<file path="src/rtl/core/dedup_event_set_table_macros.svh">
// Assertion macros used by det_ctrl of the event set table RTL.
// Depends on: a clk and an active-low rst_n in the including module's scope.
`ifndef DEDUP_EVENT_SET_TABLE_MACROS_SVH
`define DEDUP_EVENT_SET_TABLE_MACROS_SVH

// Same-cycle implication, checked out of reset.
`define DET_ASSERT_NOW(lbl, ante, cons, msg) \
  lbl: assert property (@(posedge clk) disable iff (!rst_n) (ante) |-> (cons)) \
    else $error(msg);

// Next-cycle implication, checked out of reset.
`define DET_ASSERT_NEXT(lbl, ante, cons, msg) \
  lbl: assert property (@(posedge clk) disable iff (!rst_n) (ante) |=> (cons)) \
    else $error(msg);

`endif

</file>
<file path="src/rtl/core/det_ram.sv">
// Generic single-write, single-read RAM with registered read data.
// No dependencies.
`timescale 1ns / 1ps

module det_ram #(
  parameter int WIDTH = 8,
  parameter int DEPTH = 16
) (
  input  logic                     clk,
  input  logic                     we,
  input  logic [$clog2(DEPTH)-1:0] waddr,
  input  logic [WIDTH-1:0]         wdata,
  input  logic [$clog2(DEPTH)-1:0] raddr,
  output logic [WIDTH-1:0]         rdata
);

  logic [WIDTH-1:0] mem [DEPTH];

  // Write port and registered read port
  always_ff @(posedge clk) begin
    if (we) begin
      mem[waddr] <= wdata;
    end
    rdata <= mem[raddr];
  end

endmodule

</file>
<file path="config.mk">
export PLATFORM = sky130hd
export DESIGN_NAME = det_ram
export DESIGN_NICKNAME = d
export VERILOG_FILES = /design/src/rtl/core/dedup_event_set_table_macros.svh /design/src/rtl/core/det_ram.sv
export SDC_FILE = /design/constraint.sdc
export NUM_CORES = 1
export LEC_CHECK = 0
export ABC_AREA = 1
export ABC_CLOCK_PERIOD_IN_PS = 900
export BUFFER_PORTS_ARGS = -buffer_cell sky130_fd_sc_hd__clkbuf_2
export CELL_PAD_IN_SITES_DETAIL_PLACEMENT = 1
export CELL_PAD_IN_SITES_GLOBAL_PLACEMENT = 1
export CORE_ASPECT_RATIO = 1.5
export CORE_MARGIN = 8
export CORE_UTILIZATION = 25
export CTS_CLUSTER_DIAMETER = 150
export CTS_CLUSTER_SIZE = 24
export DETAILED_ROUTE_END_ITERATION = 8
export PLACE_DENSITY_LB_ADDON = 0.1
export SETUP_SLACK_MARGIN = 0.1
export SLEW_MARGIN = 5
export SYNTH_ARGS = -nofsm -noshare
export SYNTH_HDL_FRONTEND = slang
export SYNTH_SLANG_ARGS = --single-unit
</file>
<file path="constraint.sdc">
create_clock -name clk -period 0.9 [get_ports clk]
set_input_delay 0.045 -clock clk [delete_from_list [all_inputs] [get_ports clk]]
set_output_delay 0.045 -clock clk [all_outputs]
set_load 0.02 [all_outputs]
</file>
### Yosys cells after proc, flatten, opt, wreduce, memory -nomap -nowiden

Memories as Yosys holds them, arrays and structs flattened. A register that Yosys moved wholly into a read port is not among the register bits.
Index checks and enable logic that the tools add are counted.

| word-level totals | value |
|---|---|
| register bits after elaboration | 0 |
| output and inout bits | 8 |
| memory bits (writable) | 128 |
| input port bits | 18 |
| memories | 1 |
| word-level logic and storage cells | 3 |

Memories:

| name | depth | width | read ports | clocked after Yosys merged registers in | write ports | line | source |
|---|---|---|---|---|---|---|---|
| mem | 16 | 8 | 1 | 1 | 1 | det_ram.sv:17 | `logic [WIDTH-1:0] mem [DEPTH];` |

| cells by class | value |
|---|---|
| multiplexer cells | 2 |

Operators with widths:

| cell | number |
|---|---|
| $mux 1 | 2 |

### Longest topological paths before layout

| depth | value |
|---|---|
| depth after elaboration | 2 |
| depth in mapped cells | 8 |
| gate-level depth less buffers | 7 |

### Worst setup path after synthesis

No wires, ideal clock.

| timing path | value |
|---|---|
| path kind | input-to-reg |
| start point | input waddr[3] |
| end point | memory mem[4][0], enable pin |
| buffers on the path | 0 |
| path slack | -96 ps |
| stages | 2 |
| arrival | 626 ps |
| library setup time | 370 ps |
| required time | 530 ps |
| cell sequence | nand3b_1 > nor2_1 |

RTL lines:

| element | line | source |
|---|---|---|
| start, declared | det_ram.sv:11 | `input logic [$clog2(DEPTH)-1:0] waddr,` |
| end, declared | det_ram.sv:17 |  |

No word-level cell before the write port.

### Worst setup path in the final report

| timing path | value |
|---|---|
| start point | register rdata[1], read port of mem |
| end point | output rdata[1] |

RTL lines:

| element | line | source |
|---|---|---|
| start, declared | det_ram.sv:14 | `output logic [WIDTH-1:0] rdata` |

No word-level cell between the ends.

==> qor.json <==
{
  "run_status": "finished, violations left",
  "failing_checks": "setup timing",
  "ctsRootBufferMaster": "sky130_fd_sc_hd__clkbuf_16",
  "die_w_um": 140,
  "stdcell_count": 915,
  "synthesis.area_per_instance_um2": 10.5,
  "die_height_um": 202,
  "grt_pass1_vias": 4501,
  "power_report.internal_total_mw": 11.7,
  "drt_iter0_drc": 167,
  "placed_cells": 883,
  "whs_endpoint": "rdata[3]",
  "crit_type": "reg -> out",
  "cp_cell_sequence": "buf_8",
  "post_synth_design_cell_area_um2": 5770,
  "max_slew_margin": 0.702,
  "slowest_delay_ps": 350,
  "clk-insertion-delay-late_ps": 420,
  "number_of_detailed_routing_iterations_run_before_antenna_repair": 4,
  "place_congestion": 0.743,
  "synth_compound_gate_area_share": 0,
  "ys_seq_elements": 136,
  "yosys_warnings": 0,
  "post_dp_cell_area_um2": 6790,
  "drc_errors": 0,
  "cts_max_path_buffers": 2,
  "h_tree_depth": 4,
  "endpoint_kind": "output port",
  "p_seq_frac": 0.468,
  "max_cap_violations": 0,
  "vias_per_cell": 4.32,
  "fin_area_um2": 7730,
  "grt_max_degree": 28,
  "final_nets": 640,
  "crit_path_top_delay_cell": "sky130_fd_sc_hd__dfxtp_4",
  "hp-start": "raddr[3]",
  "post_synth_and_or_nand_nor_area_fraction": 0.210,
  "cts-hold-fix-buffers": 0,
  "post-cts-setup-buffers": 0,
  "hp-class": "in -> reg",
  "vias": 3956,
  "first_pass_grt_wire_length_um": 26700,
  "dp_worst_setup_slack_ps": -304,
  "post_synth_inst_count": 551,
  "worst-path-max-fanout": 1,
  "fin_ws_ps": -43.0,
  "timing.critical_path.required_ps": 850,
  "finalCritPeriodShare": 1.05,
  "power_per_cell_area_nw_per_um2": 1980,
  "detail-route-antenna-nets": 0,
  "route.detailed.wl_per_inst_um": 18.7,
  "portBuffers": 25,
  "synth-xor-area-share": 0,
  "p_switching_mw": 3.54,
  "cts_sinks": 136,
  "report.final.slew_viol_count": 0,
  "critPathBufInv": 1,
  "cts.clk_slew.worst_paths_ps": 60,
  "fmaxAchievable_mhz": 1060,
  "syn_nets": 569,
  "worstHoldPathCells": 5,
  "final-hold-violation-count": 0,
  "synth_mux_area_frac": 0,
  "area_growth_pct": 34.1,
  "filler_cell_count": 2517,
  "io_pins": 26,
  "final_util": 0.339,
  "combinational_family_with_the_most_area_after_synthesis": "simple AND/OR/NAND/NOR gates",
  "critical_path.top_delay_family": "flip-flops",
  "diodes": 0,
  "total_power_mw": 15.3,
  "cts_buffers": 17,
  "rsz_0062_raised_after_global_routing": "yes",
  "rows": 68,
  "setup_viol": 15,
  "comb_power_share": 0.087,
  "clock_power_share": 0.445,
  "ff2ff_path_depth": 6,
  "floorplan.initialDensity": 0.253,
  "worst-r2r-setup-slack_ps": -40,
  "worst_slew_pin_slew_ps": 446,
  "timing.critical_path.from_type": "flip-flop",
  "clock_skew_ps": 7.30,
  "post_synth_fa_ha_maj_area_fraction": 0,
  "number_of_antenna_violations_at_the_first_check_in_global_routing": 0,
  "drive_gt1_frac": 0.299,
  "worstReg2RegStart": "mem[5][4]",
  "die_area_um2": 28300,
  "ys_seq_area_frac": 0.694,
  "core_region_area_um2": 22800,
  "leakage_nw": 3.26,
  "rr_endpoint": "rdata[4]",
  "period_minus_slack_ps": 943,
  "synth.distinct_cells": 12,
  "swShare": 0.232,
  "cts_tree": "done",
  "leftover_overflow_at_the_end_of_global_routing": 0,
  "global_route.usage.total": 0.129,
  "detailedPlacementHpwl_um": 11800,
  "max-vdd-ir-drop_v": 0.00122,
  "detail_route.wirelength_um": 17100,
  "critPathArrivalTime_ps": 900
}
Yosys cell counts:
master                     count  share of area
sky130_fd_sc_hd__buf_2        13          0.011
sky130_fd_sc_hd__nand2_1     173           0.11
sky130_fd_sc_hd__buf_6         6          0.012
sky130_fd_sc_hd__inv_2         2         0.0013
sky130_fd_sc_hd__nor2_1       17          0.011
sky130_fd_sc_hd__inv_1       100          0.065
sky130_fd_sc_hd__dfxtp_1       8          0.028
sky130_fd_sc_hd__buf_4         4         0.0052
sky130_fd_sc_hd__buf_1         1        0.00065
sky130_fd_sc_hd__nand3_1      97          0.084
sky130_fd_sc_hd__edfxtp_1    128           0.67
sky130_fd_sc_hd__nand3b_1      2         0.0026
tightest hold or removal path: cells and delay by family:
family / cells / cell delay [ps]
simple gates: 2 / 100
buf+inv: 3 / 350
cell families (layout without fill, tap and decap cells):
kind of cell / count (synthesis) / after routing
buffers and inverters: 126 / 210
DFF: 136 / 136
and+or+nand+nor: 289 / 289
flip-flops by register name, indices dropped and copies added (netlist names):
signal	count
mem	128
rdata	8
placed cells by master (no fill, tap or decap):
cell and count:
sky130_fd_sc_hd__clkinv_4 3, sky130_fd_sc_hd__clkinvlp_4 3, sky130_fd_sc_hd__nand2_2 6, sky130_fd_sc_hd__buf_8 8, sky130_fd_sc_hd__clkinv_2 4, sky130_fd_sc_hd__buf_12 19
sky130_fd_sc_hd__edfxtp_1 128, sky130_fd_sc_hd__inv_1 100, sky130_fd_sc_hd__nor2_4 8, sky130_fd_sc_hd__clkbuf_1 2, sky130_fd_sc_hd__clkbuf_8 1, sky130_fd_sc_hd__nand3_2 48
sky130_fd_sc_hd__nor2_2 9, sky130_fd_sc_hd__inv_2 2, sky130_fd_sc_hd__bufinv_16 2, sky130_fd_sc_hd__clkbuf_16 17, sky130_fd_sc_hd__dfxtp_2 7, sky130_fd_sc_hd__dfxtp_4 1
sky130_fd_sc_hd__nand3b_1 2, sky130_fd_sc_hd__nand2_1 166, sky130_fd_sc_hd__nand3_1 47, sky130_fd_sc_hd__nand3_4 2, sky130_fd_sc_hd__clkbuf_2 17, sky130_fd_sc_hd__nand2_4 1
sky130_fd_sc_hd__buf_4 32
final cells by class:
| type | instances | area (um2) | area share |
|---|---|---|---|
| clock buffers | 20 | 447 | 0.0577 |
| inverters | 102 | 383 | 0.0495 |
| repair buffers | 76 | 826 | 0.107 |
| multi-input cells | 289 | 1580 | 0.205 |
| clock inverters | 12 | 129 | 0.0167 |
| flip-flops and latches | 136 | 4020 | 0.519 |
| well taps | 280 | 350 | 0.0453 |
through the flow:
stage	setup TNS, ps	hold slack (ps)
after floorplan	-1190	144
after global placement	-25260	467
after detailed placement	-28080	466
after CTS	-652	82.5
after global routing	-1060	118
final	-198	106
how the worst max path moves through the flow:
stage / end / from / slack, ps / depth (start not counted)
final: rdata[1] / rdata[1] / -40 / 1
after floorplan: mem[10][0] / waddr[2] / -20 / 2
after global placement: rdata[7] / raddr[0] / -300 / 8
after detailed placement: rdata[4] / raddr[0] / -300 / 8
after CTS: rdata[1] / rdata[1] / -90 / 1
after global routing: rdata[4] / mem[6][4] / -110 / 6
metal layers:
layer	vias to the layer above	GRT usage	routed length, um
met5	-	0	0
met4	0	0.0529	302
met3	19	0.0231	289
met2	40	0.232	9180
met1	1979	0.147	7310
li1	1918	-	-
repair_timing:
action,4_1_cts,5_1_grt
endpoints found under the setup margin,16,16
pin swaps,23,14
hold endpoints to repair,0,0
resized for setup,56,34
power groups by stage:
stage                     logic [mW]  clock network, mW  registers [mW]
final                           1.33               6.80            7.15
after global routing            1.47               7.19            7.16
after CTS                       1.31               7.00            7.14
after detailed placement        1.18                  0            7.26
after global placement          1.18                  0            7.26
after floorplan                0.531                  0            7.30
Note: power is estimated with default switching activity, not from simulation.
