## src/rtl/core/dedup_event_set_table_macros.svh

```systemverilog
// Assertion macros used by det_ctrl of the event set table RTL.
// Depends on: a clk and an active-low rst_n in the including module's scope.
`ifndef DEDUP_EVENT_SET_TABLE_MACROS_SVH
`define DEDUP_EVENT_SET_TABLE_MACROS_SVH

// Same-cycle implication, checked out of reset.
`define DET_ASSERT_NOW(lbl, ante, cons, msg) \
  lbl: assert property (@(posedge clk) disable iff (!rst_n) (ante) |-> (cons)) \
    else $error(msg);

// Next-cycle implication, checked out of reset.
`define DET_ASSERT_NEXT(lbl, ante, cons, msg) \
  lbl: assert property (@(posedge clk) disable iff (!rst_n) (ante) |=> (cons)) \
    else $error(msg);

`endif

```

## src/rtl/core/det_pkg.sv

```systemverilog
// Types, constants and helpers for the event set table.
// Used by det_ctrl and dedup_event_set_table; no dependencies.
`timescale 1ns / 1ps

package det_pkg;

  localparam int KEY_W        = 34;
  localparam int CNT_OUT_W    = 8;
  localparam int DEF_CAPACITY = 128;

  // Command codes
  localparam logic CMD_ADD    = 1'b0;
  localparam logic CMD_REMOVE = 1'b1;

  typedef struct packed {
    logic       cmd;
    logic [1:0] category;
    logic [7:0] board;
    logic [7:0] device;
    logic [7:0] io_kind;
    logic [7:0] event_code;
  } in_t;

  typedef struct packed {
    logic                 found;
    logic                 overwrote;
    logic                 silence;
    logic [CNT_OUT_W-1:0] entry_count;
  } out_t;

  typedef enum logic [2:0] {
    ST_IDLE,
    ST_READ,
    ST_CMP,
    ST_SHIFT_RD,
    ST_SHIFT_WR,
    ST_UPDATE
  } det_state_t;

  // Key layout, top bit down: category, board, device, io_kind, event_code
  function automatic logic [KEY_W-1:0] pack_key(input in_t item);
    pack_key = {item.category, item.board, item.device, item.io_kind, item.event_code};
  endfunction

endpackage

```

## src/rtl/core/det_ctrl.sv

```systemverilog
// Sequencer for the event set table: linear search, shift-down on removal,
// append or round-robin overwrite on add. Depends on det_pkg and the macros header.
`timescale 1ns / 1ps
`include "dedup_event_set_table_macros.svh"

module det_ctrl
  import det_pkg::*;
#(
  parameter int CAPACITY = DEF_CAPACITY
) (
  input  logic                        clk,
  input  logic                        rst_n,
  input  logic                        acc,
  input  in_t                         in_item,
  output logic                        busy,
  input  logic                        res_free,
  output logic                        res_load,
  output out_t                        res,
  output logic                        ram_we,
  output logic [$clog2(CAPACITY)-1:0] ram_waddr,
  output logic [KEY_W-1:0]            ram_wdata,
  output logic [$clog2(CAPACITY)-1:0] ram_raddr,
  input  logic [KEY_W-1:0]            ram_rdata
);

  localparam int IDX_W = $clog2(CAPACITY);
  localparam int CNT_W = $clog2(CAPACITY + 1);
  localparam logic [CNT_W-1:0] CAP_C  = CNT_W'(CAPACITY);
  localparam logic [IDX_W-1:0] LAST_C = IDX_W'(CAPACITY - 1);

  det_state_t       state_r, state_nxt;
  logic             cmd_r, cmd_nxt;
  logic [KEY_W-1:0] key_r, key_nxt;
  logic [CNT_W-1:0] idx_r, idx_nxt;
  logic             hit_r, hit_nxt;
  logic [CNT_W-1:0] cnt_r, cnt_nxt;
  logic [IDX_W-1:0] lw_r, lw_nxt;

  logic [CNT_W-1:0] idx_inc;
  logic [CNT_W-1:0] cnt_dec;
  logic [CNT_W-1:0] cnt_dec2;
  logic [IDX_W-1:0] lw_wrap;

  assign idx_inc  = idx_r + 1'b1;
  assign cnt_dec  = cnt_r - 1'b1;
  assign cnt_dec2 = cnt_r - 2'd2;
  assign lw_wrap  = (lw_r == LAST_C) ? '0 : lw_r + 1'b1;
  assign busy     = (state_r != ST_IDLE);

  // Control state
  always_ff @(posedge clk) begin
    if (!rst_n) begin
      state_r <= ST_IDLE;
      cnt_r   <= '0;
      lw_r    <= '0;
    end else begin
      state_r <= state_nxt;
      cnt_r   <= cnt_nxt;
      lw_r    <= lw_nxt;
    end
  end

  // Per-item working registers
  always_ff @(posedge clk) begin
    cmd_r <= cmd_nxt;
    key_r <= key_nxt;
    idx_r <= idx_nxt;
    hit_r <= hit_nxt;
  end

  // Next state, RAM access and result
  always_comb begin
    state_nxt = state_r;
    cmd_nxt   = cmd_r;
    key_nxt   = key_r;
    idx_nxt   = idx_r;
    hit_nxt   = hit_r;
    cnt_nxt   = cnt_r;
    lw_nxt    = lw_r;
    ram_we    = 1'b0;
    ram_waddr = idx_r[IDX_W-1:0];
    ram_wdata = ram_rdata;
    ram_raddr = idx_r[IDX_W-1:0];
    res_load  = 1'b0;
    res       = '0;

    case (state_r)
      ST_IDLE: begin
        if (acc) begin
          cmd_nxt   = in_item.cmd;
          key_nxt   = pack_key(in_item);
          idx_nxt   = '0;
          hit_nxt   = 1'b0;
          state_nxt = (cnt_r == '0) ? ST_UPDATE : ST_READ;
        end
      end

      // read address idx_r is presented; data lands next cycle
      ST_READ: begin
        state_nxt = ST_CMP;
      end

      ST_CMP: begin
        if (ram_rdata == key_r) begin
          hit_nxt   = 1'b1;
          state_nxt = (cmd_r == CMD_REMOVE) ? ST_SHIFT_RD : ST_UPDATE;
        end else if (idx_inc == cnt_r) begin
          state_nxt = ST_UPDATE;
        end else begin
          idx_nxt   = idx_inc;
          state_nxt = ST_READ;
        end
      end

      // shift-down: fetch entry idx+1 while one is left above
      ST_SHIFT_RD: begin
        if (idx_inc < cnt_r) begin
          ram_raddr = idx_inc[IDX_W-1:0];
          state_nxt = ST_SHIFT_WR;
        end else begin
          state_nxt = ST_UPDATE;
        end
      end

      ST_SHIFT_WR: begin
        ram_we    = 1'b1;
        ram_waddr = idx_r[IDX_W-1:0];
        ram_wdata = ram_rdata;
        idx_nxt   = idx_inc;
        state_nxt = ST_SHIFT_RD;
      end

      // commit table update together with the result beat
      ST_UPDATE: begin
        res.found = hit_r;
        if (res_free) begin
          res_load  = 1'b1;
          state_nxt = ST_IDLE;
          if (cmd_r == CMD_ADD && !hit_r) begin
            ram_we    = 1'b1;
            ram_wdata = key_r;
            if (cnt_r != CAP_C) begin
              ram_waddr = cnt_r[IDX_W-1:0];
              lw_nxt    = cnt_r[IDX_W-1:0];
              cnt_nxt   = cnt_r + 1'b1;
            end else begin
              ram_waddr     = lw_wrap;
              lw_nxt        = lw_wrap;
              res.overwrote = 1'b1;
            end
          end else if (cmd_r == CMD_REMOVE && hit_r) begin
            cnt_nxt = cnt_dec;
            if (cnt_dec == '0) begin
              lw_nxt      = '0;
              res.silence = 1'b1;
            end else begin
              lw_nxt = cnt_dec2[IDX_W-1:0];
            end
          end
        end
        res.entry_count = CNT_OUT_W'(cnt_nxt);
      end

      default: begin
        state_nxt = ST_IDLE;
      end
    endcase
  end

  `DET_ASSERT_NOW(a_cnt_bound, 1'b1, cnt_r <= CAP_C, "entry count above capacity")
  `DET_ASSERT_NOW(a_search_in_range, state_r == ST_READ, idx_r < cnt_r, "search past valid entries")
  `DET_ASSERT_NOW(a_we_states, ram_we, state_r == ST_UPDATE || state_r == ST_SHIFT_WR, "stray table write")
  `DET_ASSERT_NEXT(a_cnt_hold, state_r != ST_UPDATE, $stable(cnt_r), "count moved outside commit")

endmodule
```

## config.mk

```make
export PLATFORM = sky130hd
export DESIGN_NAME = det_ctrl
export DESIGN_NICKNAME = d
export VERILOG_FILES = /design/src/rtl/core/det_pkg.sv /design/src/rtl/core/det_ctrl.sv
export VERILOG_INCLUDE_DIRS = /design/src /design/src/rtl/core
export SDC_FILE = /design/constraint.sdc
export NUM_CORES = 1
export LEC_CHECK = 0
export BUFFER_PORTS_ARGS = -buffer_cell sky130_fd_sc_hd__buf_4
export CORE_ASPECT_RATIO = 1.4
export CORE_UTILIZATION = 52
export DETAILED_ROUTE_END_ITERATION = 10
export HOLD_SLACK_MARGIN = 0.03
export PLACE_DENSITY_LB_ADDON = 0.1
export SYNTH_ARGS = -nofsm -noshare
export SYNTH_HDL_FRONTEND = slang
export SYNTH_SLANG_ARGS = --single-unit
```

## constraint.sdc

```tcl
create_clock -name clk -period 3.47 [get_ports clk]
set_input_delay 0.694 -clock clk [delete_from_list [all_inputs] [get_ports clk]]
set_output_delay 0.694 -clock clk [all_outputs]
set_load 0.05 [all_outputs]
```

; After elaboration in Yosys (flattened, before gate mapping)
; Cells that the tools add are included.
[totals]
word_cells = 87
inputBits = 73
reg_bits = 62
output_inout_bits = 62
[op_classes]
reduce_logical = 15
bitwise = 1
eq_ne = 14
order_cmp = 1
mux = 44
n_addsub = 5
[ops]
columns = operator, count
row1 = $mux W34, 3
row2 = $mux W7, 10
row3 = $mux W8, 7
row4 = $eq A34 B34 Y1, 1
row5 = $pmux W8 S3, 1
row6 = $mux W3, 6
row7 = $pmux W3 S6, 1
row8 = $add A8 B1 Y8 const B, 2
row9 = $logic_not A8 Y1, 2
row10 = $mux W1, 12
row11 = $mux W11, 1
row12 = $ne A2 B2 Y1 const B, 5
row13 = $eq A8 B8 Y1, 1
row14 = $lt A8 B8 Y1, 1
row15 = $ne A8 B8 Y1 const B, 1
row16 = $sub A8 B1 Y8 const B, 1
row17 = $add A7 B1 Y7 const B, 1
row18 = $eq A7 B7 Y1 const B, 1
row19 = $sub A7 B2 Y7 const B, 1
row20 = $eq A3 B2 Y1 const B, 2
row21 = $eq A3 B3 Y1 const B, 2
row22 = $reduce_and A3 Y1, 2
row23 = $reduce_bool A3 Y1, 2
row24 = $pmux W1 S2, 2
row25 = 9 further kinds, 12

; Longest topological paths before layout
[logic_depth]
word_depth = 7
mapped_depth = 10
mapped_depth_nobuf = 10

; Worst setup path before layout
; No wires, ideal clock.
[synth_timing]
kind = register to output
start = register cnt_r[1]
end = output res[2] (netlist name)
path_slack_ps = -1063
t_arrival_ps = 3839
required_time_ps = 2776
stages_incl_launch_ff = 8
path_cell_list = dfxtp_1 -> inv_1 -> ha_1 -> nor2b_1 -> and3_2 -> o21ai_1 -> a21oi_1 -> a2111oi_0
[synth_rtl]
columns = element, line
row1 = start: declaration, det_ctrl.sv:36  ; logic [CNT_W-1:0] cnt_r, cnt_nxt;
row2 = start signal: assignment, det_ctrl.sv:58  ; cnt_r <= cnt_nxt;
row3 = end: declaration, det_ctrl.sv:18  ; output out_t res,

; Final worst setup path
[layout_timing]
start = register idx_r[1]
end = output ram_raddr[1]
[layout_via]
elab_chain_cells = 4
[layout_lines]
columns = element, line
row1 = start: declaration, det_ctrl.sv:34  ; logic [CNT_W-1:0] idx_r, idx_nxt;
row2 = start signal: assignment, det_ctrl.sv:67  ; idx_r <= idx_nxt;
row3 = $add A8 B1 Y8, det_ctrl.sv:44  ; assign idx_inc = idx_r + 1'b1;
row4 = via idx_inc[5], det_ctrl.sv:39  ; logic [CNT_W-1:0] idx_inc;
row5 = $lt A8 B8 Y1, det_ctrl.sv:117  ; if (idx_inc < cnt_r) begin
row6 = $mux W7, det_ctrl.sv:117
row7 = $mux W7, det_ctrl.sv:87  ; case (state_r)
row8 = end: declaration, det_ctrl.sv:22  ; output logic [$clog2(CAPACITY)-1:0] ram_raddr,
; The timed path passes the listed nets, and every way through them passes these cells.

==> impl.org <==
** Yosys
- The synthesized design contains 44 enable-type register cells.
- Count of different cell masters after synthesis :: 54
- FFs w/ async S/R, synth :: 0%
- Gate Count Post-Synth :: 439
- Counting flops and latches in the post-synthesis netlist gives 62.
- Part of the Yosys area used for sequential elements :: 39.2%
- Net count after synthesis :: 531
- Among all flip-flop cells after synthesis, the most frequent one is sky130_fd_sc_hd__edfxtp_1.
- The cell area that synthesis handed to floorplanning was 0.00429 mm2.
- Avg Synthesized Cell Area :: 9.78 um2
- Synthesis Warnings :: 0

** Drt
- The first routing iteration left 237 violations.
- Total wire length after detailed routing :: 11.7 mm
- First drt pass iteration count :: 4
- Routed Antenna Nets :: 0
- After detailed routing, the number of vias per cell comes to 5.65.
- The detailed router placed 3,977 vias in this run.
- After detailed routing, the number of remaining DRC violations is 0.
- After detailed routing, the average wire length per cell comes to 16.7 um.

** Floorplan
- Once the floorplan was initialized, standard cells occupied 54.4% of the core.
- Core box area :: 0.00789 mm2
- Chip height :: 110 um
- Die Footprint :: 0.00863 mm2
- Die span in x :: 78.8 um
- The floorplan has 38 rows.
- IO Pins :: 135

** Clock tree
- For this design, the CTS-stage hold fixing added 0 buffers.
- Clock Path Buffers :: 2
- For this design, the sink count on the clock tree is 62.
- CTS Root Buffer Type :: sky130_fd_sc_hd__clkbuf_8
- After clock tree synthesis, the clock-pin slew on the worst setup and hold paths is 0.07 ns.
- Counting the buffers created by CTS gives 9.
- The H-tree generated during clock tree synthesis spans 3 levels.
- Insertion delay of the later-clocked pin in the worst-skew pair :: 0.35 ns
- TritonCTS built the clock tree.

** Worst setup path
- Of all nets on the critical path, the largest fanout is 5.
- STA puts the critical path data required time at 2.78 ns.
- By startpoint and endpoint, the worst setup path is classified as reg -> out.
- Signal arrival time at the worst endpoint :: 2.84 ns
- The worst setup path is captured at an output pin.
- End of the worst register-to-register path :: idx_r[2]
- Startpoint type of the worst setup path :: flop
- Number of cells on the worst reg-to-reg path :: 11
- Reg2reg start :: idx_r[1]
- Minimum setup slack among reg-to-reg paths :: 0.79 ns

** Place
- Summing all placed instances gives a cell area of 0.00550 mm2.
- Number of port buffers :: 134
- At the end of routability-driven placement, the weighted congestion stood at 0.916.
- Detailed placement finished with a half-perimeter wire length of 8.71 mm.

** Global routing
- Combined global-route utilization of all metal layers :: 27.8%
- Number of antenna violations at the first check in global routing :: 0
- Largest net degree at the start of global routing :: 36
- After global routing the overflow that remains totals 0.
- The first global-routing pass estimated 18.4 mm of wire.
- Vias in the first global route :: 4,004

** Flow run
- Number of maximum-capacitance violations :: 0

** Timing
- For the final routed database, the setup TNS stands at -0.105 ns.
- Clock Skew :: 0.00737 ns
- Smallest setup slack after layout :: -0.0682 ns
- On the final layout, the worst hold slack is 0.523 ns.
- Setup repair after global routing could not meet its margin everywhere.
- Slew at the pin closest to its max-slew limit :: 0.956 ns
- Final Max Tran Viols :: 0
- The count of endpoints failing hold in the final timing report is 0.
- The worst pin sits at a relative slew slack of 36.1%.
- For this run, the top clock speed supported by timing is 0.283 GHz.
- Time the final worst path needs with I/O delays and setup :: 3.54 ns
- The final critical path takes up 102% of the cycle.
- Final setup violation count :: 2

** Status
- Result of the run :: finished, violations left
- The checks that failed: negative setup slack.

** Worst hold path
- Hold Crit Class :: in -> reg
- In this run the most critical hold path is launched from in_item[33].
- Along the worst hold path, the cell count comes to 1.
- The worst hold path terminates at key_r[33].

** Cells and area
- Layout cells sized above 1 :: 39.9%
- The library cell used most frequently in the layout, excluding fill and tap cells, is sky130_fd_sc_hd__buf_4.
- Count of antenna diodes in the layout :: 0
- In the layout the commonest cells are sky130_fd_sc_hd__buf_4, sky130_fd_sc_hd__xnor2_1, sky130_fd_sc_hd__edfxtp_1.
- Final layout net count :: 691
- Relative to the synthesized area, the layout overhead comes to 36.8%.
- Post-Layout Inst Area :: 0.00587 mm2

** Pwr
- Leakage power of the design :: 0.00244 uW
- IR analysis of the VDD net gives a maximum drop of 491 uV.
- For this design the ratio of total power to cell area is 651 mW/mm2.
[area by class of cell]
cell class	instances	area [um2]
sequential	62	1690
tap	100	125
timing repair buffer	168	1280
inverter	17	63.8
fill	579	2020
multi-input combinational	341	2530
clock inverter	7	65.1
clock buffer	9	124
[how the worst max path moves through the flow]
stage / from / to / slack (ns) / depth (start not counted)
final: idx_r[1] / ram_raddr[1] / -0.07 / 11
after global routing: idx_r[1] / ram_raddr[1] / -0.20 / 11
after CTS: idx_r[1] / ram_raddr[1] / -0.06 / 11
after detailed placement: idx_r[1] / ram_raddr[1] / 0.12 / 11
after global placement: idx_r[1] / ram_raddr[1] / 0.21 / 11
after floorplan: idx_r[0] / ram_raddr[0] / -0.15 / 9
[sequential cells by signal, indices dropped and copies added, names as in the netlist]
name and flops:
cmd_r 1, cnt_r 8, hit_r 1, idx_r 8, key_r 34, lw_r 7
state_r 3
[repair_timing]
action                                  CTS  global route
pin swaps                                 9             2
buffers inserted                         11             2
endpoints found under the setup margin    7            15
endpoints found under the hold margin     0             0
cloned                                    0             0
resized for setup                        13             6
[power breakdown]
group | total [uW] | leakage [uW] | switching [uW] | internal [uW]
Sequential | 1190 | 0.000565 | 148 | 1040
Clock | 634 | 0.0000948 | 308 | 326
Combinational | 2000 | 0.00178 | 1220 | 779
Total | 3820 | 0.00244 | 1670 | 2150
[synthesized netlist by cell type (3+ instances only)]
cell	instances	area share [%]
sky130_fd_sc_hd__nand3_1	12	1.4
sky130_fd_sc_hd__xor2_1	5	1.0
sky130_fd_sc_hd__mux2_2	35	9.2
sky130_fd_sc_hd__o21ai_0	22	2.6
sky130_fd_sc_hd__xnor2_1	57	12
sky130_fd_sc_hd__edfxtp_1	44	31
sky130_fd_sc_hd__nand4_1	11	1.6
sky130_fd_sc_hd__o211ai_1	4	0.70
sky130_fd_sc_hd__nor3_1	6	0.70
sky130_fd_sc_hd__clkbuf_1	5	0.44
sky130_fd_sc_hd__inv_1	15	1.3
sky130_fd_sc_hd__a21oi_1	17	2.0
sky130_fd_sc_hd__buf_2	8	0.93
sky130_fd_sc_hd__and3_1	3	0.44
sky130_fd_sc_hd__nor4_1	3	0.44
sky130_fd_sc_hd__nand2_1	41	3.6
sky130_fd_sc_hd__mux2i_1	3	0.70
sky130_fd_sc_hd__ha_1	19	5.5
sky130_fd_sc_hd__dfxtp_1	18	8.4
sky130_fd_sc_hd__nor2b_1	10	1.5
sky130_fd_sc_hd__nand2b_1	4	0.58
sky130_fd_sc_hd__buf_6	3	0.79
sky130_fd_sc_hd__nand4b_1	3	0.61
sky130_fd_sc_hd__a31oi_1	6	0.87
sky130_fd_sc_hd__nor2_1	38	3.3
sky130_fd_sc_hd__a21o_1	6	1.0
[routing by layer]
layer  vias to the layer above  share of wire, %  global-route usage [%]
met2                       177                53                    51.2
met4                         0               3.0                    13.6
met3                        32               7.3                    7.55
met1                      1877                36                    28.8
met5                         -                 0                       0
li1                       1891                 -                       -
[metrics by stage]
step / cells / power, uW / utilization (%) / setup slack [ns]
2_1_floorplan: 439 / 2480 / - / -0.155
3_3_place_gp: 675 / 3000 / 69.7 / 0.206
5_1_grt: 704 / 4030 / 74.4 / -0.196
4_1_cts: 702 / 3780 / 74.0 / -0.0574
6_report: 704 / 3820 / 74.4 / -0.0682
3_5_place_dp: 675 / 3050 / 69.7 / 0.121
[cell families after synthesis]
kind of cell             synth area share, %
buffers and inverters                   4.08
AND/OR/NAND/NOR                         16.6
AO/OA/AOI/OAI                           12.1
XOR/XNOR                                12.6
adder cells (fa/ha/maj)                 5.54
flip-flops                              39.2
multiplexers                            9.88
[critical path: stages (launching register included)]
cell	delay (ns)
sky130_fd_sc_hd__edfxtp_1	0.44
sky130_fd_sc_hd__nand3_2	0.15
sky130_fd_sc_hd__nor2_4	0.14
sky130_fd_sc_hd__xor2_1	0.21
sky130_fd_sc_hd__ha_1	0.28
sky130_fd_sc_hd__a21o_1	0.16
sky130_fd_sc_hd__a21o_1	0.16
sky130_fd_sc_hd__a211oi_2	0.16
sky130_fd_sc_hd__buf_4	0.16
sky130_fd_sc_hd__nand3b_1	0.15
sky130_fd_sc_hd__mux2_4	0.34
sky130_fd_sc_hd__buf_8	0.15
(Power assumes the default switching activity.)
